==> src/adcd_pkg.sv <==
package adcd_pkg;

   localparam int MAX_CLASSES = 80;
   localparam int GRID_SIZE   = 256;
   localparam int FIFO_DEPTH  = 2;
   localparam int DIV_STEPS   = 33;

   localparam logic [2:0] CSR_CLASS_COUNT   = 3'd0;
   localparam logic [2:0] CSR_BOX_COUNT     = 3'd1;
   localparam logic [2:0] CSR_OBJ_COUNT     = 3'd2;
   localparam logic [2:0] CSR_GRID_STRIDE   = 3'd3;
   localparam logic [2:0] CSR_SCORE_THRESH  = 3'd4;
   localparam logic [2:0] CSR_OBJ_PREFILTER = 3'd5;
   localparam logic [2:0] CSR_ANCHOR_WIDTH  = 3'd6;
   localparam logic [2:0] CSR_ANCHOR_HEIGHT = 3'd7;

   typedef struct packed {
      logic [6:0]  class_count;
      logic [3:0]  box_channel_count;
      logic [1:0]  objectness_channel_count;
      logic [6:0]  grid_stride;
      logic [15:0] score_threshold;
      logic [15:0] objectness_prefilter;
      logic [15:0] anchor_width;
      logic [15:0] anchor_height;
   } cfg_type;

   typedef enum logic [1:0] {
      MATH_EXP,
      MATH_SIG,
      MATH_DIV
   } math_op_type;

   typedef struct packed {
      logic        start;
      math_op_type op;
      logic [15:0] arg;
      logic [32:0] num;
      logic [23:0] den;
   } math_req_type;

   typedef struct packed {
      logic        done;
      logic [16:0] result;
   } math_rsp_type;

   typedef struct packed {
      logic [15:0]       obj;
      logic [23:0]       sum;
      logic [6:0]        best;
      logic [3:0][15:0]  box;
      logic [7:0]        col;
      logic [7:0]        row;
   } cell_rec_type;

   typedef enum logic [2:0] {
      M_IDLE,
      M_EXP1,
      M_EXP2,
      M_PREP,
      M_DIV
   } math_state_type;

   typedef enum logic [2:0] {
      F_IDLE,
      F_SIG,
      F_SIG_WAIT,
      F_EXP,
      F_EXP_WAIT,
      F_MUL,
      F_END
   } front_state_type;

   typedef enum logic [3:0] {
      B_IDLE,
      B_CHECK,
      B_SCORE_WAIT,
      B_SIG,
      B_SIG_WAIT,
      B_MUL1,
      B_MUL2,
      B_EDGE,
      B_OUT
   } back_state_type;

   // exp(-i) for the integer part of the distance, Q1.16.
   function automatic logic [16:0] exp_int_lut(input logic [3:0] i);
      logic [16:0] v;
      unique case (i)
         4'd0:    v = 17'd65536;
         4'd1:    v = 17'd24109;
         4'd2:    v = 17'd8869;
         4'd3:    v = 17'd3263;
         4'd4:    v = 17'd1200;
         4'd5:    v = 17'd442;
         4'd6:    v = 17'd162;
         4'd7:    v = 17'd60;
         4'd8:    v = 17'd22;
         4'd9:    v = 17'd8;
         4'd10:   v = 17'd3;
         4'd11:   v = 17'd1;
         default: v = 17'd0;
      endcase
      return v;
   endfunction

   function automatic logic [16:0] exp_hi_lut(input logic [3:0] i);
      logic [16:0] v;
      unique case (i)
         4'd0:  v = 17'd65536;
         4'd1:  v = 17'd61565;
         4'd2:  v = 17'd57835;
         4'd3:  v = 17'd54331;
         4'd4:  v = 17'd51039;
         4'd5:  v = 17'd47947;
         4'd6:  v = 17'd45042;
         4'd7:  v = 17'd42313;
         4'd8:  v = 17'd39750;
         4'd9:  v = 17'd37341;
         4'd10: v = 17'd35079;
         4'd11: v = 17'd32954;
         4'd12: v = 17'd30957;
         4'd13: v = 17'd29081;
         4'd14: v = 17'd27319;
         4'd15: v = 17'd25664;
      endcase
      return v;
   endfunction

   function automatic logic [16:0] exp_lo_lut(input logic [3:0] i);
      logic [16:0] v;
      unique case (i)
         4'd0:  v = 17'd65536;
         4'd1:  v = 17'd65280;
         4'd2:  v = 17'd65026;
         4'd3:  v = 17'd64772;
         4'd4:  v = 17'd64520;
         4'd5:  v = 17'd64268;
         4'd6:  v = 17'd64018;
         4'd7:  v = 17'd63768;
         4'd8:  v = 17'd63520;
         4'd9:  v = 17'd63272;
         4'd10: v = 17'd63025;
         4'd11: v = 17'd62780;
         4'd12: v = 17'd62535;
         4'd13: v = 17'd62291;
         4'd14: v = 17'd62048;
         4'd15: v = 17'd61806;
      endcase
      return v;
   endfunction

endpackage

==> src/adcd_fifo.sv <==
module adcd_fifo (
   input  logic                  clock,
   input  logic                  reset,
   input  logic                  push_valid,
   input  adcd_pkg::cell_rec_type push_rec,
   output logic                  push_full,
   input  logic                  pop,
   output logic                  pop_valid,
   output adcd_pkg::cell_rec_type pop_rec
);
   import adcd_pkg::*;

   localparam int PTR_W = (FIFO_DEPTH > 1) ? $clog2(FIFO_DEPTH) : 1;
   localparam int CNT_W = $clog2(FIFO_DEPTH + 1);

   cell_rec_type     mem_ff [FIFO_DEPTH];
   logic [PTR_W-1:0] wr_ff;
   logic [PTR_W-1:0] rd_ff;
   logic [CNT_W-1:0] count_ff;
   logic             do_push;
   logic             do_pop;

   assign push_full = count_ff == CNT_W'(FIFO_DEPTH);
   assign pop_valid = count_ff != '0;
   assign pop_rec   = mem_ff[rd_ff];
   assign do_push   = push_valid && !push_full;
   assign do_pop    = pop && pop_valid;

   always_ff @(posedge clock) begin
      if (reset) begin
         wr_ff    <= '0;
         rd_ff    <= '0;
         count_ff <= '0;
      end else begin
         if (do_push) begin
            wr_ff <= (wr_ff == PTR_W'(FIFO_DEPTH - 1)) ? '0 : wr_ff + PTR_W'(1);
         end
         if (do_pop) begin
            rd_ff <= (rd_ff == PTR_W'(FIFO_DEPTH - 1)) ? '0 : rd_ff + PTR_W'(1);
         end
         count_ff <= count_ff + CNT_W'(do_push) - CNT_W'(do_pop);
      end
   end

   always_ff @(posedge clock) begin
      if (do_push) mem_ff[wr_ff] <= push_rec;
   end

endmodule

==> config.mk <==
export PLATFORM = sky130hd
export DESIGN_NAME = adcd_fifo
export DESIGN_NICKNAME = d
export VERILOG_FILES = /design/src/adcd_pkg.sv /design/src/adcd_fifo.sv
export SDC_FILE = /design/constraint.sdc
export NUM_CORES = 1
export LEC_CHECK = 0
export ABC_AREA = 1
export BUFFER_PORTS_ARGS = -buffer_cell sky130_fd_sc_hd__buf_2
export CORE_MARGIN = 3
export CORE_UTILIZATION = 52
export DETAILED_ROUTE_END_ITERATION = 6
export PLACE_DENSITY = 0.79
export RECOVER_POWER = 25
export SLEW_MARGIN = 15
export SYNTH_ARGS = -nofsm -noshare
export SYNTH_HDL_FRONTEND = slang
export SYNTH_SLANG_ARGS = --single-unit
==> constraint.sdc <==
create_clock -name clock -period 7.38 [get_ports clock]
set_clock_uncertainty 0.05 [all_clocks]
set_input_delay 0.369 -clock clock [delete_from_list [all_inputs] [get_ports clock]]
set_output_delay 0.369 -clock clock [all_outputs]
set_load 0.02 [all_outputs]
Yosys cells after proc, flatten, opt, wreduce, memory -nomap -nowiden
Memories as Yosys holds them, arrays and structs flattened. A register that Yosys moved wholly into a read port is not among the register bits. Cells that the tools add are included.

Reductions and logical operators: 4. Add/subtract/negate cells: 4. Equality and inequality tests: 1. Divide/modulo/power cells: 0. Bitwise gates (word level): 0. Multipliers: 0. Shift-type cells: 0. Order comparisons: 0. Muxes and demuxes: 6.

Operator list (number): $mux W1 (6); $add A1 B1 Y1 const B (2); $add A2 B1 Y2 (1); $eq A2 B2 Y1 const B (1); $logic_and A1 B1 Y1 (2); $reduce_bool A2 Y1 (1); $sub A2 B1 Y2 (1); $logic_not A1 Y1 (1).

RAM bits: 254. Bits in latches: 0. Output and inout port bits: 129. Register bits after elaboration: 4. Bits in read-only memories: 0. Memories kept: 1. Input bits: 131. Logic and storage cells: 19.

Memories: mem_ff (depth 2, bits a word 127, rd ports 1, clocked after memory_dff 1, write ports 1, line adcd_fifo.sv:16) `cell_rec_type mem_ff [FIFO_DEPTH];`.

Longest topological paths before layout
Gate-level depths: netlist of the first run.

Word-level depth: 5. Mapped depth: 11. Depth with buffers taken out: 11.

Least setup slack after synthesis of the first run
Ideal clock, no wire load.

Path type: register to register. Start point: register count_ff[0]. End point: memory mem_ff[0][0] (netlist bit) (enable). Stages on the path, launching flop included: 5. Slack: 0.878 ns. Library setup time: 0.614 ns. Required time: 6.716 ns. Arrival: 5.838 ns. Period minus slack after synthesis: 6.502 ns. Buffers on the path: 0. Cells stage by stage: dfxtp_1 -> inv_1 -> nand2_1 -> nand2_1 -> nor2_1.

Cells in the longest elaborated chain, start to end: 5.

RTL lines: start: declaration (line adcd_fifo.sv:19) `logic [CNT_W-1:0] count_ff;`; start signal: assignment (line adcd_fifo.sv:41) `count_ff <= count_ff + CNT_W'(do_push) - CNT_W'(do_pop);`; $eq A2 B2 Y1 (line adcd_fifo.sv:23) `assign push_full = count_ff == CNT_W'(FIFO_DEPTH);`; $logic_not A1 Y1 (line adcd_fifo.sv:26) `assign do_push = push_valid && !push_full;`; $logic_and A1 B1 Y1 (line adcd_fifo.sv:26); $mux W1 (line adcd_fifo.sv:46) `if (do_push) mem_ff[wr_ff] <= push_rec;`; $mux W1 (not written as such) (line adcd_fifo.sv:46); end: declaration (line adcd_fifo.sv:16).

Every way passes these cells.

==> results of run 1 <==
-- sequential cells by signal (all words and copies together), names as in the netlist, named ones only --
name      flops
mem_ff      254
count_ff      2
rd_ff         1
wr_ff         1
-- report_power, final --
part	internal, W	leakage, nW	switching (W)
clock network	0.000734	0.394	0.000508
logic	0.000471	2.04	0.000649
registers	0.00187	2.41	0.000107
-- logic make-up after synthesis --
logic type,share of synthesized area [%]
fa+ha+maj,0.2627
compound gates,0.1051
flops,81.15
simple gates,0.8277
buf+inv,1.458
mux,16.20
-- cell usage after synthesis --
cell      count  area share [%]
nand3_1       3            0.16
dfxtp_1       5             1.1
edfxtp_1    254              80
inv_1        10            0.39
ha_1          2            0.26
nor2_1        9            0.35
mux2_2       97              11
buf_2         9            0.47
mux2_4       30             4.7
a21oi_1       2            0.11
buf_6         5            0.59
nand2_1       8            0.32
-- cells in the final DEF, fill, tap and decap left out, types with 3 or more instances in the layout --
cell type / count
edfxtp_1: 254
buf_2: 196
dlygate4sd3_1: 118
mux2_2: 97
clkbuf_1: 70
mux2_4: 30
clkbuf_16: 27
inv_1: 9
nor2_1: 8
nand2_1: 8
clkinv_1: 8
dfxtp_1: 4
buf_4: 4
nand3_1: 3
clkinv_2: 3
-- critical path, cell delays in order, from the launching register on --
cell,delay [ns]
dfxtp_4,1.05
buf_4,0.77
mux2_2,0.43
buf_2,0.16
-- how the worst min path moves through the flow --
stage                       startpoint                      end  slack [ns]  cells after the start
global route               push_rec[7]   mem_ff[1][7]$_DFFE_PP_        0.05                      1
detailed placement  rd_ff$_SDFFE_PP0P_                 register        0.46                      2
CTS                       push_rec[75]  mem_ff[0][75]$_DFFE_PP_      0.0003                      1
global placement    rd_ff$_SDFFE_PP0P_       rd_ff$_SDFFE_PP0P_        0.43                      2
finish                    push_rec[88]  mem_ff[0][88]$_DFFE_PP_        0.05                      1
floorplan                        reset   count_ff[0]$_SDFF_PP0_        0.39                      1
-- metrics by stage --
step                      std cells  hold slack [ns]  util (%)  area [um2]  total power (W)
after floorplan                 434           0.3902         -        9523         0.002756
after global placement          908           0.4320     62.76       11040         0.003031
after global routing           1074          0.04672     73.62       12950         0.004524
after CTS                      1069        0.0003375     73.83       12990         0.004364
final                          1075          0.04878     73.63       12960         0.004339
after detailed placement        908           0.4635     62.76       11040         0.003076
-- layer usage --
metal	vias up	routed length (um)	GRT usage, %	share of wire, %
met5	-	0	0	0
met3	62	1468	4.685	7.0
met4	0	630	7.088	3.0
met1	2700	7682	23.26	37
li1	2501	-	-	-
met2	252	11250	37.12	53
-- what timing repair did --
action	in CTS	in global routing
hold buffers	114	4
endpoints found under the hold margin	226	8
setup buffers	0	0
-- area by class of cell --
type / count / area [um2]
multi-input cells: 151 / 1664
flip-flops and latches: 259 / 7731
diodes: 2 / 5.005
clock buffers: 34 / 701.9
repair buffers: 381 / 2429
inverters: 10 / 40.04
well taps: 225 / 281.5
fillers: 1031 / 4639
clock inverters: 13 / 105.1
==> flow_summary_export.csv, run 1 <==
group,metric,value,unit
setup_path,r2r_setup_slack,4.72,ns
die,die_h,141.3,um
setup_path,rr_endpoint,"mem_ff[1][96]$_DFFE_PP_",
final_layout,layout-drive-gt1-share,42.69,%
place,dpl.hpwl,12600,um
drt,drt_first_pass_iters,4,
hold_path,hold_class,"input pin to register",
die,num_rows,48,
sta,tns,0,ns
run_status,status,"finished clean",
logic_synthesis,synth_seq_cells,259,
grt,grt_pass1_vias,6008,
grt,gr-total-overflow,0,
clock_tree,root_buffer,"clkbuf_16",
final_layout,fin_nets,962,
sta,setup_viol,0,
clock_tree,path_clk_slew,0.06,ns
sta,rsz0062_at_grt,"false",
sta,maxSlewViolCount,0,
clock_tree,cts_tree,"built",
job,maxCapViolations,0,
power_and_ir_drop,p_per_area,334.9,mW/mm2
sta,relSlewSlack,30.50,%
setup_path,crit_path_end,"pop_rec[11]",
sta,finalCriticalPeriod,3.433,ns
logic_synthesis,synth_fp_nets,567,
grt,grt_max_degree,76,
logic_synthesis,synth.distinct_cells,12,
setup_path,cp-start-kind,"register",
drt,via_per_inst,5.130,
die,chipWidth,141.3,um
clock_tree,htree_levels,1,
setup_path,required,6.96,ns
setup_path,crit_type,"register to output pin",
drt,drt_iter0_drc,240,
place,dpl_worst_slack,4.504,ns
logic_synthesis,syn_inst,434,
logic_synthesis,yosys_warnings,0,
drt,wl_per_cell,19.56,um
power_and_ir_drop,p_leak,4.849,nW
clock_tree,clk_latency,0.51,ns
die,coreArea,0.01760,mm2
sta,tightest_slew,1.043,ns
final_layout,syn_to_final_growth,36.07,%
die,die-area,0.01997,mm2
sta,hold_viol,0,
setup_path,cp-end-kind,"output pin",
clock_tree,cts_sinks,259,
grt,track_usage,20.25,%
place,gp_congestion,0.7911,
setup_path,critPathMaxFanout,75,
drt,vias,5515,
sta,fin_crit_sh,46.52,%
power_and_ir_drop,ir_worst_vdd,278.6,uV
sta,max_freq,291.3,MHz
place,portBuffers,259,
drt,ant_nets,0,
die,ioPinCount,260,
setup_path,rr_worst_depth,5,
clock_tree,clock_path_buffers,3,
setup_path,r2r-start,"count_ff[0]$_SDFF_PP0_",
setup_path,arrival,3.01,ns
clock_tree,numCtsBuffers,26,
clock_tree,ctsResizeCount,0,
drt,drc,0,
logic_synthesis,synth_seq_area_share,81.15,%
grt,antenna_found_initial,1,
grt,grt_pass1_wl,31810,um
sta,fin_ws,3.947,ns
drt,totalWireLength,21030,um
logic_synthesis,syn_area,0.009523,mm2
die,start_util,54.12,%
logic_synthesis,syn_area_per_cell,21.94,um2
(Power assumes the default switching activity.)
==> inputs of run 2 (changes only) <==
==> constraint.sdc (replaced) <==
create_clock -name clock -period 3.3 [get_ports clock]
set_clock_uncertainty 0.05 [all_clocks]
set_input_delay 0.165 -clock clock [delete_from_list [all_inputs] [get_ports clock]]
set_output_delay 0.165 -clock clock [all_outputs]
set_load 0.02 [all_outputs]
==> run 2 against run 1 <==
- routed wire length decreased by 0.46%
- clock power increased by 120%
- largest cell class unchanged
- sequential cell count unchanged
==> flow_summary_export.csv, run 2 (synthesis results as in run 1) <==
group,metric,value,unit
clock_tree,htree_levels,1,
drt,drc,0,
final_layout,layout_commonest_cell,"edfxtp_1",
drt,via_per_inst,5.042,
job,maxCapViolations,0,
sta,fin_crit_sh,69.09,%
grt,antenna_found_initial,2,
final_layout,regMostFlops,"mem_ff",
final_layout,fillers,1042,
sta,hold_viol,0,
final_layout,largest_register_ffs,254,
final_layout,seq_area,0.007731,mm2
sta,setup_viol,0,
clock_tree,root_buffer,"clkbuf_16",
sta,fin_ws,1.020,ns
clock_tree,clk_latency,0.51,ns
clock_tree,cts_tree,"built",
die,num_rows,48,
clock_tree,ctsResizeCount,0,
grt,gr-total-overflow,0,
final_layout,multiInputGateArea,0.001664,mm2
drt,drt_first_pass_iters,5,
setup_path,critPathMaxFanout,52,
final_layout,syn_to_final_growth,37.59,%
die,ioPinCount,260,
final_layout,fin_nets,976,
place,dpl.hpwl,12200,um
drt,ant_nets,0,
clock_tree,path_clk_slew,0.06,ns
sta,max_freq,438.6,MHz
grt,grt_max_degree,81,
run_status,status,"finished clean",
setup_path,cp-end-kind,"output pin",
final_layout,layout-drive-gt1-share,41.30,%
setup_path,cp-start-kind,"register",
grt,track_usage,20.30,%
sta,tns,0,ns
sta,relSlewSlack,50.13,%
drt,totalWireLength,20930,um
place,dpl_cell_area,0.01110,mm2
final_layout,fin_cells,1090,
place,dpl_worst_slack,1.460,ns
clock_tree,numCtsBuffers,26,
setup_path,crit_type,"register to output pin",
power_and_ir_drop,p_leak,4.878,nW
power_and_ir_drop,p_per_area,738.3,mW/mm2
clock_tree,clock_path_buffers,3,
drt,drt_iter0_drc,237,
sta,finalCriticalPeriod,2.280,ns
sta,rsz0062_at_grt,"false",
die,coreArea,0.01760,mm2
drt,wl_per_cell,19.21,um
grt,grt_pass1_wl,31800,um
setup_path,arrival,2.07,ns
power_and_ir_drop,ir_worst_vdd,631.7,uV
final_layout,biggestRegsByFlops,"mem_ff x254, count_ff x2",
final_layout,mostFrequentLayoutCells,"edfxtp_1 (254), buf_2 (188), dlygate4sd3_1 (130)",
place,portBuffers,259,
die,start_util,54.12,%
setup_path,required,3.08,ns
die,chipWidth,141.3,um
die,die_h,141.3,um
place,placed_cells_incl_taps,910,
grt,grt_pass1_vias,6031,
clock_tree,cts_sinks,259,
sta,maxSlewViolCount,0,
final_layout,finalInstanceArea,0.01310,mm2
sta,tightest_slew,0.7480,ns
drt,vias,5496,
hold_path,hold_class,"input pin to register",
place,gp_congestion,0.7326,
die,die-area,0.01997,mm2
clock_tree,cts_setup_buffers,0,
==> run 2: changes by cell type in the layout (fill, tap and decap cells not counted), moves of 3 or more <==
cell / change
buf_12: +3
buf_2: -8
clkbuf_1: +15
clkinv_1: -7
dlygate4sd3_1: +12
==> run 2: through the flow <==
step	total power (W)	hold slack (ns)	util [%]
2_1_floorplan	0.006111	0.1862	-
4_1_cts	0.009728	0.3059	74.91
5_1_grt	0.01008	0.3279	74.45
3_3_place_gp	0.006819	0.3020	63.06
3_5_place_dp	0.006911	0.3029	63.06
6_report	0.009674	0.3204	74.46
==> run 2: repair_timing <==
action | in CTS | in global routing
hold buffers | 130 | 0
endpoints found under the setup margin | 0 | 0
hold endpoints to repair | 259 | 0
==> run 2: final timing paths <==
kind	start	end	slack, ns	cells past startpoint
max	register	pop_rec[5]	1.02	3
min	reset	count_ff[0]$_SDFF_PP0_	0.32	3
max reg2reg	count_ff[0]$_SDFF_PP0_	mem_ff[1][10]$_DFFE_PP_	1.46	5
min reg2reg	rd_ff$_SDFFE_PP0P_	rd_ff$_SDFFE_PP0P_	0.47	2
==> run 2: layout make-up <==
class                   count  area share, %
diodes                      3        0.05730
clock buffers              42          5.586
clock inverters             5         0.4011
inverters                  10         0.3151
multi-input cells         151          12.70
flip-flops and latches    259          59.00
well taps                 225          2.149
repair buffers            395          19.79
==> run 2: power by group <==
part           internal (W)  leakage (nW)  switching [W]
Combinational       0.00108          2.09        0.00159
Clock               0.00159         0.378        0.00112
Sequential          0.00418          2.41       0.000119
==> run 2: per-layer routing <==
metal / part of all wire [%] / vias to the layer above / GRT usage, %
met5: 0 / - / 0
met4: 3.8 / 0 / 8.159
met3: 7.2 / 62 / 4.179
met2: 52 / 244 / 36.39
met1: 37 / 2661 / 23.97
li1: - / 2529 / -
==> run 2: critical path: stages, from the launching register on <==
cell and delay (ns):
dfxtp_4 0.35, buf_4 0.59, mux2_2 0.41, buf_2 0.17
==> inputs of run 3 (changes only) <==
--- a/config.mk
+++ b/config.mk
@@ -5,12 +5,12 @@
 export SDC_FILE = /design/constraint.sdc
 export NUM_CORES = 1
 export LEC_CHECK = 0
-export ABC_AREA = 1
+export ABC_AREA = 0
 export BUFFER_PORTS_ARGS = -buffer_cell sky130_fd_sc_hd__buf_2
 export CORE_MARGIN = 3
-export CORE_UTILIZATION = 52
+export CORE_UTILIZATION = 47
 export DETAILED_ROUTE_END_ITERATION = 6
-export PLACE_DENSITY = 0.79
+export PLACE_DENSITY = 0.76
 export RECOVER_POWER = 25
 export SLEW_MARGIN = 15
 export SYNTH_ARGS = -nofsm -noshare
==> constraint.sdc (replaced) <==
create_clock -name clock -period 1.9 [get_ports clock]
set_clock_uncertainty 0.05 [all_clocks]
set_input_delay 0.095 -clock clock [delete_from_list [all_inputs] [get_ports clock]]
set_output_delay 0.095 -clock clock [all_outputs]
set_load 0.02 [all_outputs]
==> run 3 against run 2 <==
- the flow now finishes with violations (setup timing)
- sequential power increased by 75%
- die area increased by 10%
- design area increased by 5.0%
- combinational power increased by 140%
- non-clock buffer count increased by 23
- routed wire length increased by 0.22%
- setup slack got worse by 1.0 ns
- largest power group unchanged
==> flow_summary_export.csv, run 3 <==
group,metric,value,unit
run_status,status,"finished with violations",
run_status,violations,"setup timing",
final_layout,regMostFlops,"mem_ff",
final_layout,layout_commonest_cell,"edfxtp_1",
grt,grt_max_degree,67,
grt,track_usage,17.89,%
grt,antenna_found_initial,1,
grt,grt_pass1_vias,5917,
logic_synthesis,netlist_top_cells_count,"edfxtp_1 (254), mux2_2 (97), mux2_4 (30), buf_2 (9)",
grt,grt_pass1_wl,31370,um
place,dpl_cell_area,0.01136,mm2
power_and_ir_drop,p_sw_share,29.61,%
logic_synthesis,syn_area_per_cell,22.53,um2
setup_path,max_stage_delay,0.39,ns
power_and_ir_drop,seq_power_share,40.5,%
logic_synthesis,yosys_warnings,0,
power_and_ir_drop,p_per_area,1347,mW/mm2
logic_synthesis,ys_top_cells_by_area,"edfxtp_1 (80%), mux2_2 (11%), mux2_4 (4.7%)",
logic_synthesis,synth_top_family_by_area,"multiplexers",
logic_synthesis,async_flop_share,0,%
sta,tns,-0.01324,ns
sta,fin_ws,-0.01036,ns
setup_path,cp-end-kind,"output pin",
place,gp_congestion,0.7631,
logic_synthesis,synth_xor_area_share,0.1843,%
logic_synthesis,yosys.area_share.simple,0.6317,%
power_and_ir_drop,ir_worst_vdd,1119,uV
setup_path,crit_family,"buffers and inverters",
clock_tree,htree_levels,1,
sta,finalCriticalPeriod,1.910,ns
clock_tree,root_buffer,"clkbuf_16",
die,chipWidth,148.2,um
setup_path,arrival,1.77,ns
sta,setup_viol,2,
drt,vias,5550,
die,die-area,0.02197,mm2
logic_synthesis,yosysTopAreaCellShare,80.23,%
place,placed_cells_incl_taps,949,
drt,ant_nets,0,
die,num_rows,51,
setup_path,crit_type,"register to output pin",
drt,wl_per_cell,18.42,um
sta,timing.hold.ws,0.1405,ns
logic_synthesis,synth.distinct_cells,22,
grt,gr-total-overflow,0,
setup_path,cp_num_buf_inv,3,
clock_tree,cts_tree,"built",
sta,maxSlewViolCount,0,
die,die_h,148.2,um
drt,drc,0,
logic_synthesis,synth_seq_cells,259,
setup_path,required,1.75,ns
logic_synthesis,yosysTopAreaCell,"edfxtp_1",
sta,hold_viol,0,
logic_synthesis,ys.flop_type,"edfxtp_1",
logic_synthesis,yosys.area_share.adder,0.2632,%
power_and_ir_drop,intPower,0.01305,W
clock_tree,clk_latency,0.51,ns
logic_synthesis,syn_area,0.009507,mm2
logic_synthesis,syn_inst,422,
place,dpl.hpwl,12490,um
logic_synthesis,synth_seq_area_share,81.28,%
power_and_ir_drop,p_leak,5.157,nW
sta,relSlewSlack,72.95,%
drt,drt_iter0_drc,220,
job,maxCapViolations,0,
setup_path,cp-start-kind,"register",
drt,via_per_inst,4.873,
logic_synthesis,yosysMostFrequentCell,"edfxtp_1",
final_layout,layout-drive-gt1-share,45.59,%
place,portBuffers,259,
setup_path,cp_cell_sequence,"buf_12, clkbuf_16, mux2_2, buf_2",
final_layout,syn_to_final_growth,44.73,%
setup_path,r2r_setup_slack,0.09,ns
sta,rsz0062_at_grt,"true",
power_and_ir_drop,comb_power_share,34.1,%
clock_tree,path_clk_slew,0.06,ns
drt,totalWireLength,20980,um
die,start_util,48.37,%
final_layout,fin_nets,987,
setup_path,critPathMaxFanout,9,
setup_path,critPathSlowestCell,"dfxtp_4",
die,ioPinCount,260,
final_layout,finalInstanceArea,0.01376,mm2
final_layout,biggestRegsByFlops,"mem_ff x254, count_ff x2",
logic_synthesis,synth_compound_area_share,0.1843,%
final_layout,largest_register_ffs,254,
clock_tree,numCtsBuffers,26,
drt,drt_first_pass_iters,4,
logic_synthesis,synth_mux_area_share,16.23,%
final_layout,mostFrequentLayoutCells,"edfxtp_1 (254), buf_2 (177), dlygate4sd3_1 (130)",
power_and_ir_drop,switching_power,0.005487,W
sta,fin_crit_sh,100.5,%
sta,max_freq,523.5,MHz
clock_tree,cts_sinks,259,
hold_path,hold_class,"input pin to register",
clock_tree,clock_path_buffers,3,
sta,tightest_slew,0.4058,ns
power_and_ir_drop,clockPowerShare,25.4,%
logic_synthesis,synth_fp_nets,555,
final_layout,fin_cells,1139,
place,dpl_worst_slack,0.1078,ns
logic_synthesis,synth_edf_count,254,
die,coreArea,0.01965,mm2
-- run 3: cell types whose count changed after synthesis, sizes merged, moves of 3 or more --
cell,previous run,this run
nand2,8,1
nand3,3,0
inv,10,4
nor2,9,3
-- run 3: repair_timing --
item	CTS	global route
hold buffers	130	0
endpoints found under the setup margin	116	66
gates cloned	0	6
hold endpoints to repair	259	0
buffers inserted	4	2
resized for setup	7	40
-- run 3: stage by stage --
| stage | power (W) | util, % |
|---|---|---|
| after floorplan | 0.01116 | - |
| after global placement | 0.01288 | 57.82 |
| after detailed placement | 0.01302 | 57.82 |
| after CTS | 0.01814 | 68.91 |
| after global routing | 0.01931 | 70.01 |
| final | 0.01853 | 70.01 |
-- run 3: power by group through the flow --
stage	sequential [W]	clock (W)	combinational, W
finish	0.00751	0.00470	0.00632
global placement	0.00764	0	0.00524
detailed placement	0.00770	0	0.00532
floorplan	0.00759	0	0.00357
global route	0.00758	0.00506	0.00667
CTS	0.00751	0.00480	0.00583
-- run 3: layer usage --
metal  up-vias  track usage [%]  routed length [um]
met5         -                0                   0
met4         0            4.111                 439
met3        35            5.332                1662
met2       250            31.74               10960
met1      2722            21.72                7918
li1       2543                -                   -
-- run 3: path summary, 6_finish.rpt --
| path | startpoint | depth (start not counted) | endpoint |
|---|---|---|---|
| setup / recovery | register | 4 | pop_rec[3] |
| hold reg to reg | count_ff[1]$_SDFF_PP0_ | 2 | count_ff[1]$_SDFF_PP0_ |
| hold / removal | push_valid | 6 | count_ff[1]$_SDFF_PP0_ |
| setup reg to reg | count_ff[0]$_SDFF_PP0_ | 5 | mem_ff[0][10]$_DFFE_PP_ |
-- run 3: layout make-up --
type / count / area (um2)
diodes: 1 / 2.502
clock buffers: 37 / 713.2
clock inverters: 10 / 73.82
fillers: 1251 / 5894
inverters: 4 / 21.27
multi-input cells: 145 / 1697
flip-flops and latches: 259 / 7734
well taps: 265 / 331.6
repair buffers: 418 / 3187
-- run 3: cells by family (layout without fill, tap and decap cells) --
family                     after synthesis  in the layout
and+or+nand+nor                         11             11
muxes                                  127            127
adders and majority gates                2              2
xor gates and xnor gates                 2              2
DFF                                    259            259
AOI/OAI and AO/OA                        3              3
buffers and inverters                   18            469
other                                    0              1
-- run 3: worst reg2reg max path, stage by stage (launching register included) --
cell and delay (ns):
dfxtp_2 0.35, nand2b_4 0.15, inv_4 0.03, or3_4 0.38, clkinvlp_4 0.14, buf_4 0.37
