File: src/adcd_pkg.sv
package adcd_pkg;

   localparam int MAX_CLASSES = 80;
   localparam int GRID_SIZE   = 256;
   localparam int FIFO_DEPTH  = 2;
   localparam int DIV_STEPS   = 33;

   localparam logic [2:0] CSR_CLASS_COUNT   = 3'd0;
   localparam logic [2:0] CSR_BOX_COUNT     = 3'd1;
   localparam logic [2:0] CSR_OBJ_COUNT     = 3'd2;
   localparam logic [2:0] CSR_GRID_STRIDE   = 3'd3;
   localparam logic [2:0] CSR_SCORE_THRESH  = 3'd4;
   localparam logic [2:0] CSR_OBJ_PREFILTER = 3'd5;
   localparam logic [2:0] CSR_ANCHOR_WIDTH  = 3'd6;
   localparam logic [2:0] CSR_ANCHOR_HEIGHT = 3'd7;

   typedef struct packed {
      logic [6:0]  class_count;
      logic [3:0]  box_channel_count;
      logic [1:0]  objectness_channel_count;
      logic [6:0]  grid_stride;
      logic [15:0] score_threshold;
      logic [15:0] objectness_prefilter;
      logic [15:0] anchor_width;
      logic [15:0] anchor_height;
   } cfg_type;

   typedef enum logic [1:0] {
      MATH_EXP,
      MATH_SIG,
      MATH_DIV
   } math_op_type;

   typedef struct packed {
      logic        start;
      math_op_type op;
      logic [15:0] arg;
      logic [32:0] num;
      logic [23:0] den;
   } math_req_type;

   typedef struct packed {
      logic        done;
      logic [16:0] result;
   } math_rsp_type;

   typedef struct packed {
      logic [15:0]       obj;
      logic [23:0]       sum;
      logic [6:0]        best;
      logic [3:0][15:0]  box;
      logic [7:0]        col;
      logic [7:0]        row;
   } cell_rec_type;

   typedef enum logic [2:0] {
      M_IDLE,
      M_EXP1,
      M_EXP2,
      M_PREP,
      M_DIV
   } math_state_type;

   typedef enum logic [2:0] {
      F_IDLE,
      F_SIG,
      F_SIG_WAIT,
      F_EXP,
      F_EXP_WAIT,
      F_MUL,
      F_END
   } front_state_type;

   typedef enum logic [3:0] {
      B_IDLE,
      B_CHECK,
      B_SCORE_WAIT,
      B_SIG,
      B_SIG_WAIT,
      B_MUL1,
      B_MUL2,
      B_EDGE,
      B_OUT
   } back_state_type;

   // exp(-i) for the integer part of the distance, Q1.16.
   function automatic logic [16:0] exp_int_lut(input logic [3:0] i);
      logic [16:0] v;
      unique case (i)
         4'd0:    v = 17'd65536;
         4'd1:    v = 17'd24109;
         4'd2:    v = 17'd8869;
         4'd3:    v = 17'd3263;
         4'd4:    v = 17'd1200;
         4'd5:    v = 17'd442;
         4'd6:    v = 17'd162;
         4'd7:    v = 17'd60;
         4'd8:    v = 17'd22;
         4'd9:    v = 17'd8;
         4'd10:   v = 17'd3;
         4'd11:   v = 17'd1;
         default: v = 17'd0;
      endcase
      return v;
   endfunction

   function automatic logic [16:0] exp_hi_lut(input logic [3:0] i);
      logic [16:0] v;
      unique case (i)
         4'd0:  v = 17'd65536;
         4'd1:  v = 17'd61565;
         4'd2:  v = 17'd57835;
         4'd3:  v = 17'd54331;
         4'd4:  v = 17'd51039;
         4'd5:  v = 17'd47947;
         4'd6:  v = 17'd45042;
         4'd7:  v = 17'd42313;
         4'd8:  v = 17'd39750;
         4'd9:  v = 17'd37341;
         4'd10: v = 17'd35079;
         4'd11: v = 17'd32954;
         4'd12: v = 17'd30957;
         4'd13: v = 17'd29081;
         4'd14: v = 17'd27319;
         4'd15: v = 17'd25664;
      endcase
      return v;
   endfunction

   function automatic logic [16:0] exp_lo_lut(input logic [3:0] i);
      logic [16:0] v;
      unique case (i)
         4'd0:  v = 17'd65536;
         4'd1:  v = 17'd65280;
         4'd2:  v = 17'd65026;
         4'd3:  v = 17'd64772;
         4'd4:  v = 17'd64520;
         4'd5:  v = 17'd64268;
         4'd6:  v = 17'd64018;
         4'd7:  v = 17'd63768;
         4'd8:  v = 17'd63520;
         4'd9:  v = 17'd63272;
         4'd10: v = 17'd63025;
         4'd11: v = 17'd62780;
         4'd12: v = 17'd62535;
         4'd13: v = 17'd62291;
         4'd14: v = 17'd62048;
         4'd15: v = 17'd61806;
      endcase
      return v;
   endfunction

endpackage

File: src/adcd_req_if.sv
interface adcd_req_if;
   logic              valid;
   logic              ready;
   logic signed [15:0] logit_value;
   logic [7:0]        cell_col;
   logic [7:0]        cell_row;

   modport source (output valid, logit_value, cell_col, cell_row, input ready);
   modport sink (input valid, logit_value, cell_col, cell_row, output ready);
endinterface

File: src/adcd_front.sv
module adcd_front (
   input  logic                   clock,
   input  logic                   reset,
   input  adcd_pkg::cfg_type      cfg,
   adcd_req_if.sink               req_chan,
   output adcd_pkg::math_req_type math_req,
   input  adcd_pkg::math_rsp_type math_rsp,
   output logic                   push_valid,
   output adcd_pkg::cell_rec_type push_rec,
   input  logic                   push_full
);
   import adcd_pkg::*;

   front_state_type  state_ff, state_in;
   logic [6:0]       pos_ff;
   logic [15:0]      logit_ff;
   logic [7:0]       col_ff;
   logic [7:0]       row_ff;
   logic [3:0][15:0] box_ff;
   logic [15:0]      obj_ff;
   logic [15:0]      max_ff;
   logic [6:0]       best_ff;
   logic [23:0]      sum_ff;
   logic [16:0]      e_ff;
   logic [6:0]       c_ff;
   logic             greater_ff;
   logic             need_exp_ff;
   logic             last_ff;

   logic [3:0]  nbox;
   logic [6:0]  ncls_raw;
   logic [6:0]  ncls;
   logic [4:0]  cls_off;
   logic [7:0]  total;
   logic [7:0]  pos_next;
   logic        accept;
   logic        is_obj;
   logic        is_cls;
   logic [6:0]  cls_idx;
   logic        need_exp;
   logic [40:0] mul_prod;
   logic [40:0] mul_round;
   logic [23:0] mul_sum;
   logic [16:0] diff;

   assign nbox     = (cfg.box_channel_count < 4'd4) ? 4'd4 : cfg.box_channel_count;
   assign ncls_raw = (cfg.class_count == 7'd0) ? 7'd1 : cfg.class_count;
   assign ncls     = (ncls_raw > 7'(MAX_CLASSES)) ? 7'(MAX_CLASSES) : ncls_raw;
   assign cls_off  = 5'(nbox) + 5'(cfg.objectness_channel_count);
   assign total    = 8'(cls_off) + 8'(ncls);
   assign pos_next = 8'(pos_ff) + 8'd1;

   assign accept   = req_chan.valid && req_chan.ready;
   assign is_obj   = pos_ff == 7'(nbox);
   assign is_cls   = pos_ff >= 7'(cls_off);
   assign cls_idx  = 7'(pos_ff - 7'(cls_off));
   assign need_exp = is_cls && (cls_idx != 7'd0);

   // Rescale the running sum when a new maximum arrives, then add one for it.
   assign mul_prod  = 41'(sum_ff) * 41'(e_ff);
   assign mul_round = (mul_prod + 41'd32768) >> 16;
   assign mul_sum   = 24'(mul_round + 41'd65536);

   assign diff = greater_ff ? 17'($signed(logit_ff) - $signed(max_ff))
                            : 17'($signed(max_ff) - $signed(logit_ff));

   always_comb begin
      state_in = state_ff;
      unique case (state_ff)
         F_IDLE: begin
            if (accept) state_in = is_obj ? F_SIG : (need_exp ? F_EXP : F_END);
         end
         F_SIG: state_in = F_SIG_WAIT;
         F_SIG_WAIT: begin
            if (math_rsp.done) state_in = need_exp_ff ? F_EXP : F_END;
         end
         F_EXP: state_in = F_EXP_WAIT;
         F_EXP_WAIT: begin
            if (math_rsp.done) state_in = greater_ff ? F_MUL : F_END;
         end
         F_MUL: state_in = F_END;
         F_END: begin
            if (!last_ff || !push_full) state_in = F_IDLE;
         end
         default: state_in = F_IDLE;
      endcase
   end

   always_comb begin
      req_chan.ready = state_ff == F_IDLE;
      math_req.start = (state_ff == F_SIG) || (state_ff == F_EXP);
      math_req.op    = (state_ff == F_SIG) ? MATH_SIG : MATH_EXP;
      math_req.arg   = (state_ff == F_SIG) ? logit_ff : diff[15:0];
      math_req.num   = '0;
      math_req.den   = '0;
      push_valid     = (state_ff == F_END) && last_ff;
      push_rec.obj   = obj_ff;
      push_rec.sum   = sum_ff;
      push_rec.best  = best_ff;
      push_rec.box   = box_ff;
      push_rec.col   = col_ff;
      push_rec.row   = row_ff;
   end

   always_ff @(posedge clock) begin
      if (reset) begin
         state_ff <= F_IDLE;
         pos_ff   <= 7'd0;
         obj_ff   <= 16'd0;
         max_ff   <= 16'd0;
         best_ff  <= 7'd0;
         sum_ff   <= 24'd0;
      end else begin
         state_ff <= state_in;
         unique case (state_ff)
            F_IDLE: begin
               if (accept && is_cls && (cls_idx == 7'd0)) begin
                  max_ff  <= req_chan.logit_value;
                  best_ff <= 7'd0;
                  sum_ff  <= 24'd65536;
               end
            end
            F_SIG_WAIT: begin
               if (math_rsp.done) obj_ff <= math_rsp.result[15:0];
            end
            F_EXP_WAIT: begin
               if (math_rsp.done && !greater_ff) begin
                  sum_ff <= 24'(25'(sum_ff) + 25'(math_rsp.result));
               end
            end
            F_MUL: begin
               sum_ff  <= mul_sum;
               max_ff  <= logit_ff;
               best_ff <= c_ff;
            end
            F_END: begin
               if (!last_ff) begin
                  pos_ff <= 7'(pos_next);
               end else if (!push_full) begin
                  pos_ff <= 7'd0;
               end
            end
            default: ;
         endcase
      end
   end

   always_ff @(posedge clock) begin
      if (accept) begin
         logit_ff    <= req_chan.logit_value;
         col_ff      <= (11'(req_chan.cell_col) >= 11'(GRID_SIZE)) ?
                        8'(GRID_SIZE - 1) : req_chan.cell_col;
         row_ff      <= (11'(req_chan.cell_row) >= 11'(GRID_SIZE)) ?
                        8'(GRID_SIZE - 1) : req_chan.cell_row;
         c_ff        <= cls_idx;
         greater_ff  <= $signed(req_chan.logit_value) > $signed(max_ff);
         need_exp_ff <= need_exp;
         last_ff     <= !(pos_next < total);
         if (pos_ff < 7'd4) box_ff[pos_ff[1:0]] <= req_chan.logit_value;
      end
      if ((state_ff == F_EXP_WAIT) && math_rsp.done) e_ff <= math_rsp.result;
   end

endmodule

File: src/flat_wrapper.sv
// flat-port wrapper written by rule: the top's interface ports become plain ports
module adcd_front_flat import adcd_pkg::*;
  (clock, reset, cfg, math_req, math_rsp, push_valid, push_rec, push_full, req_chan_valid, req_chan_logit_value, req_chan_cell_col, req_chan_cell_row, req_chan_ready);
  adcd_req_if req_chan_i ();
  input  logic clock;
  input  logic reset;
  input  adcd_pkg::cfg_type cfg;
  output adcd_pkg::math_req_type math_req;
  input  adcd_pkg::math_rsp_type math_rsp;
  output logic push_valid;
  output adcd_pkg::cell_rec_type push_rec;
  input  logic push_full;
  input wire logic [$bits(req_chan_i.valid)-1:0] req_chan_valid;
  input wire logic [$bits(req_chan_i.logit_value)-1:0] req_chan_logit_value;
  input wire logic [$bits(req_chan_i.cell_col)-1:0] req_chan_cell_col;
  input wire logic [$bits(req_chan_i.cell_row)-1:0] req_chan_cell_row;
  output wire logic [$bits(req_chan_i.ready)-1:0] req_chan_ready;
  assign req_chan_i.valid = req_chan_valid;
  assign req_chan_i.logit_value = req_chan_logit_value;
  assign req_chan_i.cell_col = req_chan_cell_col;
  assign req_chan_i.cell_row = req_chan_cell_row;
  assign req_chan_ready = req_chan_i.ready;
  adcd_front u_core (.clock(clock), .reset(reset), .cfg(cfg), .req_chan(req_chan_i), .math_req(math_req), .math_rsp(math_rsp), .push_valid(push_valid), .push_rec(push_rec), .push_full(push_full));
endmodule
File: config.mk
export PLATFORM = sky130hd
export DESIGN_NAME = adcd_front_flat
export DESIGN_NICKNAME = d
export VERILOG_FILES = /design/src/adcd_pkg.sv /design/src/adcd_req_if.sv /design/src/adcd_front.sv /design/src/flat_wrapper.sv
export SDC_FILE = /design/constraint.sdc
export NUM_CORES = 1
export LEC_CHECK = 0
export ABC_CLOCK_PERIOD_IN_PS = 17170
export BUFFER_PORTS_ARGS = -buffer_cell sky130_fd_sc_hd__buf_2
export CORE_MARGIN = 4
export CORE_UTILIZATION = 60
export CTS_BUF_LIST = sky130_fd_sc_hd__clkbuf_2 sky130_fd_sc_hd__clkbuf_4 sky130_fd_sc_hd__clkbuf_8
export CTS_CLUSTER_DIAMETER = 120
export DETAILED_ROUTE_END_ITERATION = 8
export PLACE_DENSITY = 0.83
export SYNTH_ARGS = -nofsm -noshare
export SYNTH_HDL_FRONTEND = slang
export SYNTH_SLANG_ARGS = --single-unit
File: constraint.sdc
create_clock -name clock -period 17.17 [get_ports clock]
set_clock_uncertainty 0.2 [all_clocks]
set_input_delay 0.8585 -clock clock [delete_from_list [all_inputs] [get_ports clock]]
set_output_delay 0.8585 -clock clock [all_outputs]
set_load 0.01 [all_outputs]
Yosys cells after proc, flatten, opt, wreduce, memory -nomap -nowiden
Index checks and enable logic that the tools add are counted.
{"block": "word_totals", "register_bits": 196, "input_bits": 138, "out_inout_bits": 205, "wordCells": 103}
{"block": "classes", "addsub": 9, "n_mul": 1, "order_cmp": 8, "n_eq_ne": 14, "n_mux": 27, "reduce_logical": 26}
{"operator": "$pmux W24 S3", "n": 1}
{"operator": "$bwmux W64", "n": 1}
{"operator": "$mux W16", "n": 4}
{"operator": "$mux W24", "n": 2}
{"operator": "$add A40 B16 Y40 const B", "n": 1}
{"operator": "$mul A24 B17 Y40", "n": 1}
{"operator": "$mux W7", "n": 5}
{"operator": "$demux W16 S2", "n": 1}
{"operator": "$pmux W16 S2", "n": 1}
{"operator": "$sub A16 B16 Y16", "n": 2}
{"operator": "$add A24 B17 Y24", "n": 1}
{"operator": "$add A24 B17 Y24 const B", "n": 1}
{"operator": "$mux W3", "n": 7}
{"operator": "$pmux W3 S7", "n": 1}
{"operator": "$gt A16 B16 Y1", "n": 1}
{"operator": "$logic_not A7 Y1", "n": 2}
{"operator": "$pmux W7 S2", "n": 1}
{"operator": "$ne A2 B2 Y1 const B", "n": 5}
{"operator": "$eq A3 B3 Y1 const B", "n": 3}
{"operator": "$add A5 B7 Y8", "n": 1}
{"operator": "$add A7 B1 Y8 const B", "n": 1}
{"operator": "$logic_and A1 B1 Y1", "n": 8}
{"operator": "$lt A8 B8 Y1", "n": 1}
{"operator": "$reduce_and A2 Y1", "n": 4}
{"operator": "23 further kinds", "n": 29}

Logic depth before layout (Yosys ltp)
Gate-level depths: netlist of the first run.
{"block": "logic_depth", "depth_word": 10, "depth_mapped": 30, "depth_no_buf": 28}

Least setup slack after synthesis of the first run
OpenSTA, ideal clock, no wires.
{"block": "synth_path", "path_kind": "register to register", "start": "reg u_core.sum_ff[22]", "end": "reg u_core.sum_ff[22]", "setup_time_ns": 0.138, "arrival_time_ns": 7.038, "required_ns": 16.832, "setup_slack_ns": 9.794, "path_stages_with_launch": 30, "n_path_buf": 2, "period_less_slack_ns": 7.376, "cell_sequence": "dfxtp_1 > clkbuf_1 > clkbuf_1 > nand2_1 > fa_1 > inv_1 > fa_1 > inv_1 > fa_1 > inv_1 > fa_1 > fa_1 > inv_1 > fa_1 > inv_1 > ha_1 > a21o_1 > a21o_1 > a221oi_1 > nand3_1 > a221oi_1 > xnor2_1 > ha_1 > nand2_1 > nor4_1 > a311o_1 > a211o_1 > nand4_1 > mux2i_1 > a41oi_1"}
{"block": "synth_between", "elab_chain_len": 4, "elab_cells_between_ends": 6, "cone_classes": "3 x add/sub; 1 x mul; 2 x mux"}
{"element": "start, declared", "line_no": "adcd_front.sv:23", "rtl": "logic [23:0] sum_ff;"}
{"element": "start signal, assigned", "line_no": "adcd_front.sv:128", "rtl": "sum_ff <= 24'(25'(sum_ff) + 25'(math_rsp.result));"}
{"element": "start signal, assigned", "line_no": "adcd_front.sv:132", "rtl": "sum_ff <= mul_sum;"}
{"element": "$mul A24 B17 Y40", "line_no": "adcd_front.sv:60", "rtl": "assign mul_prod = 41'(sum_ff) * 41'(e_ff);"}
{"element": "$add A40 B16 Y40", "line_no": "adcd_front.sv:61", "rtl": "assign mul_round = (mul_prod + 41'd32768) >> 16;"}
{"element": "$add A24 B17 Y24", "line_no": "adcd_front.sv:62", "rtl": "assign mul_sum = 24'(mul_round + 41'd65536);"}
{"element": "$pmux W24 S3 *", "line_no": "adcd_front.sv:115", "rtl": "unique case (state_ff)"}
Every way passes the cells marked *; elsewhere a longest branch is shown, timed or not. The select of a mux whose other input is x is not followed.
A chain may end at the register's enable or synchronous reset.

Final worst setup path of the first run
{"block": "layout_path", "start": "reg u_core.e_ff[12]", "end": "reg u_core.sum_ff[22]"}
{"block": "layout_between", "elab_chain_len": 4}
{"element": "start, declared", "line_no": "adcd_front.sv:24", "rtl": "logic [16:0] e_ff;"}
{"element": "start signal, assigned", "line_no": "adcd_front.sv:161", "rtl": "if ((state_ff == F_EXP_WAIT) && math_rsp.done) e_ff <= math_rsp.result;"}
{"element": "$mul A24 B17 Y40", "line_no": "adcd_front.sv:60"}
{"element": "$add A40 B16 Y40", "line_no": "adcd_front.sv:61"}
{"element": "$add A24 B17 Y24", "line_no": "adcd_front.sv:62"}
{"element": "$pmux W24 S3", "line_no": "adcd_front.sv:115"}
Every way passes these cells.

==> flow_metrics.py, run 1 <==
metrics = {
    "status": {
        "status": "finished, final reports clean",
    },
    "logic_synthesis": {
        "synth-seq-area-share_pct": 20.9,
        "synth_edf_count": 123,
        "ys_warn_count": 0,
        "ys.flop_type": "edfxtp_1",
        "synth_area_sq_um": 24600,
        "synth_top_area_share_pct": 27.1,
        "synthCells": 2690,
        "syn_avg_cell_area_sq_um": 9.16,
        "synth_cell_types": 83,
        "synth_seq_cells": 196,
        "synthTopCellsByArea": "fa_1 (27%), edfxtp_1 (15%), ha_1 (11%)",
        "async_flop_share_pct": 0,
        "synth_top_area_cell": "fa_1",
    },
    "finish": {
        "nFillCells": 3182,
        "finish.utilization_pct": 65.4,
        "syn_to_final_growth_pct": 6.71,
        "layout-drive-gt1-share_pct": 10.5,
        "num-nets-final": 3516,
        "antenna_cells": 0,
    },
    "global_route": {
        "grt_overflow": 0,
        "grt_pass1_vias": 20700,
        "grt_usage_pct": 30.4,
        "grt_max_degree": 76,
        "antenna_found_initial": 3,
        "grt_pass1_wl_mm": 108,
    },
    "cts": {
        "postCtsSetupBuffers": 0,
        "cts_buffer_depth": 2,
        "path_clk_slew_ns": 0.11,
        "clk_latency_ns": 0.53,
        "htree_levels": 4,
        "cts_sinks": 196,
        "post_cts_resize_count": 0,
        "cts_hold_buf": 0,
        "numCtsBuffers": 17,
        "cts-root-buf": "clkbuf_8",
        "cts_tree": "yes",
    },
    "setup_path": {
        "crit_type": "flop to flop",
        "cp_max_fo": 24,
        "arrival_ns": 9.08,
        "required_ns": 17.34,
        "cp-end-kind": "flop",
        "start_kind": "flop",
    },
    "power_and_ir_drop": {
        "power_density_nw_per_um2": 84.8,
        "max-vdd-ir-drop_uv": 100,
        "p_leak_nw": 12.9,
    },
    "sta": {
        "slew_violations": 0,
        "max_freq_mhz": 112,
        "rsz0062_at_grt": "false",
        "finalSetupViolations": 0,
        "fin_setup_tns_ns": 0,
        "tightest_slew_ns": 1.31,
        "slew_headroom_pct": 12.5,
        "finalCritPeriodShare_pct": 51.9,
        "hold_viol_final": 0,
        "min_period_ns": 8.92,
        "holdWs_ns": 0.257,
    },
    "die": {
        "start_util_pct": 61.3,
        "core_sq_um": 40200,
        "die_w_microns": 211,
        "rows": 73,
        "ioPinCount": 343,
        "die_height_microns": 211,
        "dieArea_sq_um": 44400,
    },
    "route": {
        "routed_via_density": 5.83,
        "met1_length_mm": 25.9,
        "drt-initial-drc-count": 1454,
        "drc_errors": 0,
        "firstDrtPassIters": 6,
        "avgRoutedWirePerCell_microns": 19.8,
        "top_layer": "met5",
        "detail-route-antenna-nets": 0,
        "via_count": 19600,
        "met2_length_mm": 33.1,
        "wl_met3_mm": 6.13,
        "wirelength_mm": 66.6,
    },
    "placed_design": {
        "port_buffers": 213,
        "place.gp.congestion": 0.936,
        "post-dp-hpwl_mm": 51.2,
    },
    "min_path": {
        "hold_class": "flop to flop",
    },
    "run": {
        "maxCapViolations": 0,
    },
}
## layout make-up
class / count / area [sq um] / share of cell area (%)
multi-input cells: 1900 / 17000 / 64.7
inverters: 471 / 1770 / 6.72
well taps: 525 / 657 / 2.50
repair buffers: 245 / 1310 / 4.97
flip-flops and latches: 196 / 5150 / 19.6
clock inverters: 13 / 138 / 0.523
clock buffers: 19 / 249 / 0.947
## worst paths after layout
check	start	to	cells past startpoint	slack (ns)
setup / recovery	u_core.e_ff[12]	u_core.sum_ff[22]	24	8.25
hold / removal	u_core.obj_ff[5]	u_core.obj_ff[5]	2	0.26
setup reg to reg	u_core.e_ff[12]	u_core.sum_ff[22]	24	8.25
hold reg to reg	u_core.obj_ff[5]	u_core.obj_ff[5]	2	0.26
## power breakdown
| part | leakage, nW | internal, mW | switching (mW) |
|---|---|---|---|
| logic | 11.0 | 0.461 | 0.796 |
| clock network | 0.199 | 0.123 | 0.187 |
| registers | 1.72 | 0.572 | 0.0895 |
| total | 12.9 | 1.16 | 1.07 |
## flip-flops by register name, summed over array words and instances (netlist names)
signal,cells
u_core.best_ff,7
u_core.col_ff,8
u_core.last_ff,1
u_core.c_ff,7
u_core.logit_ff,16
u_core.need_exp_ff,1
u_core.sum_ff,24
u_core.pos_ff,7
u_core.state_ff,3
u_core.e_ff,17
u_core.push_rec,64
u_core.greater_ff,1
u_core.row_ff,8
u_core.max_ff,16
u_core.obj_ff,16
## metal layers
| metal | GRT usage [%] | vias to the layer above |
|---|---|---|
| li1 | - | 8825 |
| met3 | 7.53 | 156 |
| met5 | 0 | - |
| met4 | 8.38 | 4 |
| met1 | 38.7 | 9752 |
| met2 | 52.2 | 911 |
## worst max-delay path: stages (launching register included)
cell and delay (ns):
edfxtp_1 1.23, nand2_1 0.22, fa_1 0.57, inv_1 0.06, fa_1 0.55, fa_1 0.43, fa_1 0.47, fa_1 0.51
inv_1 0.06, fa_1 0.49, inv_1 0.05, ha_1 0.39, nand4_1 0.33, nor4_1 0.56, o2111ai_1 0.26, nand3_1 0.25
a221oi_1 0.13, xnor2_1 0.44, ha_1 0.33, nand2_1 0.07, a2111oi_0 0.45, a211o_1 0.21, nand4_1 0.13, mux2i_1 0.22
a41oi_1 0.14
## cells in the final DEF (no fill, tap or decap), types with 8 or more instances in the layout
cell type / n
a211oi_1: 33
a21boi_0: 9
a21o_1: 25
a21oi_1: 120
a221oi_1: 12
a31oi_1: 13
and2_1: 188
and3_1: 18
buf_2: 213
buf_4: 32
clkbuf_8: 17
conb_1: 59
dfxtp_1: 73
edfxtp_1: 123
fa_1: 334
ha_1: 213
inv_1: 470
mux2i_1: 24
nand2_1: 340
nand2b_1: 14
nand3_1: 35
nand4_1: 15
nor2_1: 99
nor2b_1: 12
nor3_1: 33
nor4_1: 12
o211ai_1: 10
o21a_1: 24
o21ai_0: 59
o21ai_1: 11
o21bai_1: 8
or3_1: 10
xnor2_1: 41
xor2_1: 24
## synth_stat cells (all sizes together) (12+ instances only)
cell    count
nor4       12
ha        213
a211oi     34
a221oi     13
o21a       24
clkbuf    103
xnor2      41
nand2     340
inv       471
nor3       33
a21o       26
mux2i      24
nand3      36
nor2       99
edfxtp    123
a31oi      13
fa        334
and2      189
nand2b     14
o21ai      70
xor2       24
and3       18
dfxtp      73
a21oi     121
nand4      16
nor2b      12
buf        77
## cell families (layout without fill, tap and decap cells)
family	after synthesis	after routing	synth area share, %
AND/OR/NAND/NOR	802	802	15.8
buffers and inverters	651	748	10.9
adder cells (fa/ha/maj)	547	547	37.9
AO/OA/AOI/OAI	399	399	11.0
flip-flops	196	196	20.9
XOR/XNOR	65	65	2.31
multiplexers	28	28	1.16
other	2	59	0.0305
## through the flow
step	cell area (sq um)	instances	worst slack (ns)	total power, mW
after floorplan	24900	2747	9.79	1.50
after global placement	25900	3337	8.42	1.85
after detailed placement	25900	3337	8.35	1.89
after CTS	26300	3369	8.28	2.22
after global routing	26300	3369	7.81	2.39
final	26300	3369	8.25	2.23
No activity file was read; power rests on OpenSTA's default activity.
==> inputs of run 2 (changes only) <==
Settings changed: ABC_CLOCK_PERIOD_IN_PS 17170 to 7830, CORE_UTILIZATION 60 to 55, PLACE_DENSITY 0.83 to 0.8.
Clock period 17.17 ns to 7.83 ns, I/O delays scaled along.
==> run 2 against run 1 <==
  * Final cell count rose by 5.7%
  * Sequential share of layout area fell by 0.99 points
  * Non-clock buffer count rose by 124
  * Setup slack got worse by 7.9 ns
  * Register-to-register slack got worse by 7.9 ns
  * Maximum frequency rose by 19%
  * Combinational power rose by 140%
  * Highest routed layer is now met4
==> flow_metrics.py, run 2 (synthesis gave the netlist of run 1 again) <==
metrics = {
    "status": {
        "status": "finished, final reports clean",
    },
    "global_route": {
        "grt_usage_pct": 28.4,
        "grt_overflow": 0,
        "antenna_found_initial": 0,
        "grt_pass1_wl_mm": 109,
        "grt_max_degree": 76,
        "grt_pass1_vias": 21500,
    },
    "sta": {
        "rsz0062_at_grt": "false",
        "tightest_slew_ns": 1.17,
        "finalCritPeriodShare_pct": 95.4,
        "slew_headroom_pct": 22.0,
        "fin_ws_ns": 0.361,
        "finalSetupViolations": 0,
        "max_freq_mhz": 134,
        "hold_viol_final": 0,
        "min_period_ns": 7.47,
        "fin_setup_tns_ns": 0,
        "slew_violations": 0,
    },
    "power_and_ir_drop": {
        "p_comb_share_pct": 58.6,
        "total_power_mw": 5.11,
        "max-vdd-ir-drop_uv": 192,
        "clockPowerShare_pct": 14.0,
        "p_seq_share_pct": 27.4,
        "p_int_mw": 2.70,
        "power_switching_mw": 2.42,
        "power.share.switching_pct": 47.3,
        "p_leak_nw": 13.6,
        "power_density_nw_per_um2": 184,
    },
    "die": {
        "rows": 77,
        "ioPinCount": 343,
        "dieArea_sq_um": 48300,
        "start_util_pct": 55.7,
        "die_height_microns": 220,
        "core_sq_um": 44200,
        "die_w_microns": 220,
    },
    "min_path": {
        "hold_class": "primary input to flop",
        "hold_path_depth": 5,
    },
    "route": {
        "drc_errors": 0,
        "via_count": 20200,
        "firstDrtPassIters": 5,
        "routed_via_density": 5.68,
        "detail-route-antenna-nets": 0,
        "avgRoutedWirePerCell_microns": 18.9,
        "wirelength_mm": 67.1,
        "drt-initial-drc-count": 1286,
    },
    "setup_path": {
        "critPathBufInv": 6,
        "critPathMaxStageDelay_ns": 0.58,
        "crit_type": "flop to flop",
        "cp_common_cell": "fa_1",
        "cp-end-kind": "flop",
        "r2r_cells": 28,
        "cpMaxStageDelayCell": "fa_1",
        "cp.depth": 28,
        "critical-path-top-delay-family": "adder cells",
        "start_kind": "flop",
        "required_ns": 7.99,
        "cp_max_fo": 24,
        "arrival_ns": 7.62,
    },
    "finish": {
        "antenna_cells": 0,
        "nFillCells": 3460,
        "final_common_cell": "inv_1",
        "largest_register_ffs": 64,
        "num-nets-final": 3640,
        "mostFrequentLayoutCells": "inv_1 (470), nand2_1 (340), fa_1 (334)",
        "syn_to_final_growth_pct": 12.9,
        "finish.utilization_pct": 62.9,
        "layout-drive-gt1-share_pct": 13.5,
    },
    "placed_design": {
        "place.gp.congestion": 0.969,
        "pre_cts_slack_ns": -0.0156,
        "post-dp-hpwl_mm": 51.1,
        "port_buffers": 213,
    },
    "cts": {
        "cts_sinks": 196,
        "cts-root-buf": "clkbuf_8",
        "numCtsBuffers": 17,
        "cts_buffer_depth": 2,
        "clk_latency_ns": 0.53,
        "path_clk_slew_ns": 0.13,
        "htree_levels": 4,
        "cts_tree": "yes",
    },
    "run": {
        "maxCapViolations": 0,
    },
}
==> run 2: changes by cell type in the layout (fill, tap and decap cells not counted), sizes merged <==
cell and delta:
dlygate4sd3 +49, inv -2, bufinv -1, buf +75, clkbuf -2, clkinvlp -1, clkinv +6
==> run 2: power groups by stage <==
stage / clock network (mW) / logic, mW / registers (mW)
after floorplan: 0 / 1.90 / 1.39
after global placement: 0 / 2.79 / 1.42
after detailed placement: 0 / 2.87 / 1.43
after CTS: 0.720 / 2.94 / 1.40
after global routing: 0.759 / 3.33 / 1.42
final: 0.715 / 3.00 / 1.40
==> run 2: worst paths after layout <==
| check | from | endpoint | slack [ns] |
|---|---|---|---|
| setup / recovery | u_core.e_ff[2] | u_core.sum_ff[22] | 0.36 |
| hold / removal | push_full | u_core.state_ff[2] | 0.15 |
| setup reg to reg | u_core.e_ff[2] | u_core.sum_ff[22] | 0.36 |
| hold reg to reg | u_core.obj_ff[8] | u_core.obj_ff[8] | 0.26 |
==> run 2: stage by stage <==
stage | hold WS, ns | instance area [sq um] | instances
floorplan | 0.271 | 24900 | 2747
global route | 0.158 | 27800 | 3560
CTS | 0.116 | 27700 | 3559
finish | 0.151 | 27800 | 3560
global placement | 0.239 | 26700 | 3472
detailed placement | 0.246 | 26700 | 3472
==> run 2: cell type report <==
cell class	count	area [sq um]	area share, %
multi-input cells	1900	17100	61.4
repair buffers	369	2610	9.37
inverters	471	1770	6.36
clock inverters	15	211	0.760
well taps	592	741	2.66
flip-flops and latches	196	5180	18.6
clock buffers	17	234	0.841
==> run 2: routing by layer <==
layer / global-route usage, % / share of wire, % / vias up
li1: - / - / 9080
met2: 48.1 / 49 / 1005
met4: 12.6 / 4.4 / 0
met5: 0 / 0 / -
met3: 5.78 / 9.1 / 202
met1: 35.2 / 38 / 9932
==> run 2: timing repair <==
action                     CTS  global route
setup endpoints to repair    2             2
hold endpoints to repair   129             0
pin swaps                    0             4
hold buffers                49             0
buffers inserted             6             1
gates resized for setup      4            32
==> run 2: worst min-delay path, stage by stage <==
cell and delay (ns):
buf_2 0.11, nand2_1 0.10, nand2_1 0.07, o2111ai_1 0.09, a21oi_1 0.06
==> inputs of run 3 (changes only) <==
==> constraint.sdc (replaced) <==
create_clock -name clock -period 7.83 [get_ports clock]
set_clock_uncertainty 0.2 [all_clocks]
set_input_delay 0.783 -clock clock [delete_from_list [all_inputs] [get_ports clock]]
set_output_delay 0.783 -clock clock [all_outputs]
set_load 0.01 [all_outputs]
==> run 3 against run 2 <==
  * Maximum frequency decreased by 1.2%
  * Critical path type unchanged
  * Total power hardly changed
  * Core utilization shrank 1.0 points
==> flow_metrics.py, run 3 (synthesis gave the netlist of run 1 again) <==
metrics = {
    "route": {
        "routed_via_density": 5.73,
        "wirelength_mm": 66.7,
        "detail-route-antenna-nets": 0,
        "drt-initial-drc-count": 1609,
        "firstDrtPassIters": 5,
        "drc_errors": 0,
        "via_count": 20200,
        "avgRoutedWirePerCell_microns": 19.0,
    },
    "cts": {
        "cts_sinks": 196,
        "htree_levels": 4,
        "clk_latency_ns": 0.53,
        "cts_tree": "yes",
        "numCtsBuffers": 17,
        "cts_hold_buf": 0,
        "path_clk_slew_ns": 0.11,
        "cts-root-buf": "clkbuf_8",
        "cts_buffer_depth": 2,
    },
    "placed_design": {
        "place_inst": 3484,
        "port_buffers": 213,
        "pre_cts_slack_ns": -0.0436,
        "post-dp-hpwl_mm": 52.1,
        "place.gp.congestion": 0.983,
    },
    "finish": {
        "mostFrequentLayoutCells": "inv_1 (470), nand2_1 (340), fa_1 (334)",
        "largest_register_ffs": 64,
        "final_common_cell": "inv_1",
        "fin_cells": 3519,
        "layout-drive-gt1-share_pct": 13.6,
        "num-nets-final": 3599,
        "ff_latch_area_sq_um": 5160,
        "multi_input_area_sq_um": 17100,
        "antenna_cells": 0,
        "nFillCells": 3561,
        "syn_to_final_growth_pct": 11.0,
    },
    "sta": {
        "fin_setup_tns_ns": 0,
        "min_period_ns": 7.56,
        "finalSetupViolations": 0,
        "finalCritPeriodShare_pct": 96.5,
        "slew_violations": 0,
        "hold_viol_final": 0,
        "slew_headroom_pct": 13.5,
        "holdWs_ns": 0.231,
        "tightest_slew_ns": 1.29,
        "max_freq_mhz": 132,
        "fin_ws_ns": 0.271,
    },
    "power_and_ir_drop": {
        "power.share.switching_pct": 47.0,
        "clockPowerShare_pct": 13.8,
        "max-vdd-ir-drop_uv": 187,
        "p_leak_nw": 13.4,
        "p_comb_share_pct": 59.0,
        "p_seq_share_pct": 27.2,
        "power_switching_mw": 2.41,
        "power_density_nw_per_um2": 187,
        "p_int_mw": 2.71,
        "total_power_mw": 5.12,
    },
    "global_route": {
        "antenna_found_initial": 0,
        "grt_pass1_vias": 21500,
        "grt_max_degree": 76,
        "grt_overflow": 0,
        "grt_pass1_wl_mm": 108,
        "grt_usage_pct": 28.1,
    },
    "setup_path": {
        "start_kind": "flop",
        "cp-end-kind": "flop",
        "critPathBufInv": 4,
        "r2r-end": "u_core.sum_ff[22]",
        "crit_start": "u_core.sum_ff[12]",
        "r2r-start": "u_core.sum_ff[12]",
        "r2r_cells": 26,
        "crit_type": "flop to flop",
        "crit_path_end": "u_core.sum_ff[22]",
        "cp_common_cell": "fa_1",
        "cp_max_fo": 16,
        "r2r_slack_ns": 0.27,
        "critPathMaxStageDelay_ns": 0.57,
        "cp.depth": 26,
        "critical-path-top-delay-family": "adder cells",
        "arrival_ns": 7.72,
        "cpMaxStageDelayCell": "fa_1",
        "required_ns": 7.99,
    },
    "die": {
        "die_w_microns": 220,
        "start_util_pct": 55.7,
        "dieArea_sq_um": 48300,
        "core_sq_um": 44200,
        "ioPinCount": 343,
        "die_height_microns": 220,
        "rows": 77,
    },
    "status": {
        "status": "finished, final reports clean",
    },
    "run": {
        "maxCapViolations": 0,
    },
    "min_path": {
        "hold_start": "req_chan_cell_row[6]",
        "hold_class": "primary input to flop",
    },
}
run 3: cell types whose count changed in the layout (fill, tap and decap cells not counted), moves of 2 or more:
cell / change
dlygate4sd3_1: -49
a21oi_1: +3
dfxtp_1: +7
o21ai_0: +2
a21oi_2: -3
buf_4: +9
o21ai_1: -2
dfxtp_2: -6
run 3: routing by layer:
metal  global-route usage (%)  vias to the layer above  routed length (microns)
li1                         -                     9005                        -
met1                     35.5                     9994                    25700
met2                     47.9                      981                    32500
met3                     5.18                      197                     5800
met4                     11.2                        0                     2760
met5                        0                        -                        0
run 3: layout make-up:
class	instances	area share [%]
Inverter	471	6.46
Multi-Input combinational cell	1900	62.4
Clock inverter	15	0.764
Timing Repair Buffer	328	7.94
Clock buffer	17	0.855
Sequential cell	196	18.9
Tap cell	592	2.71
run 3: timing repair:
item,in CTS,in global routing
gates cloned,0,0
setup endpoints to repair,1,2
pin swaps,0,3
resized for setup,1,17
buffers inserted,1,2
run 3: worst min path at each step:
stage	to	slack, ns	cells past startpoint
after floorplan	u_core.best_ff[0]	0.27	2
after global placement	u_core.obj_ff[14]	0.24	2
after detailed placement	u_core.obj_ff[6]	0.25	2
after CTS	u_core.row_ff[6]	0.20	1
after global routing	u_core.col_ff[5]	0.21	1
final	u_core.row_ff[6]	0.23	1
run 3: power by group through the flow:
stage	Clock (mW)	Combinational, mW	Sequential [mW]
2_1_floorplan	0	1.90	1.39
3_3_place_gp	0	2.86	1.41
3_5_place_dp	0	2.94	1.42
4_1_cts	0.717	2.98	1.39
5_1_grt	0.750	3.35	1.41
6_report	0.706	3.02	1.39
run 3: per-stage QoR:
stage,instance area [sq um],util (%)
after floorplan,24900,-
after global placement,26800,60.6
after detailed placement,26800,60.6
after CTS,27300,61.7
after global routing,27400,61.9
final,27400,61.9
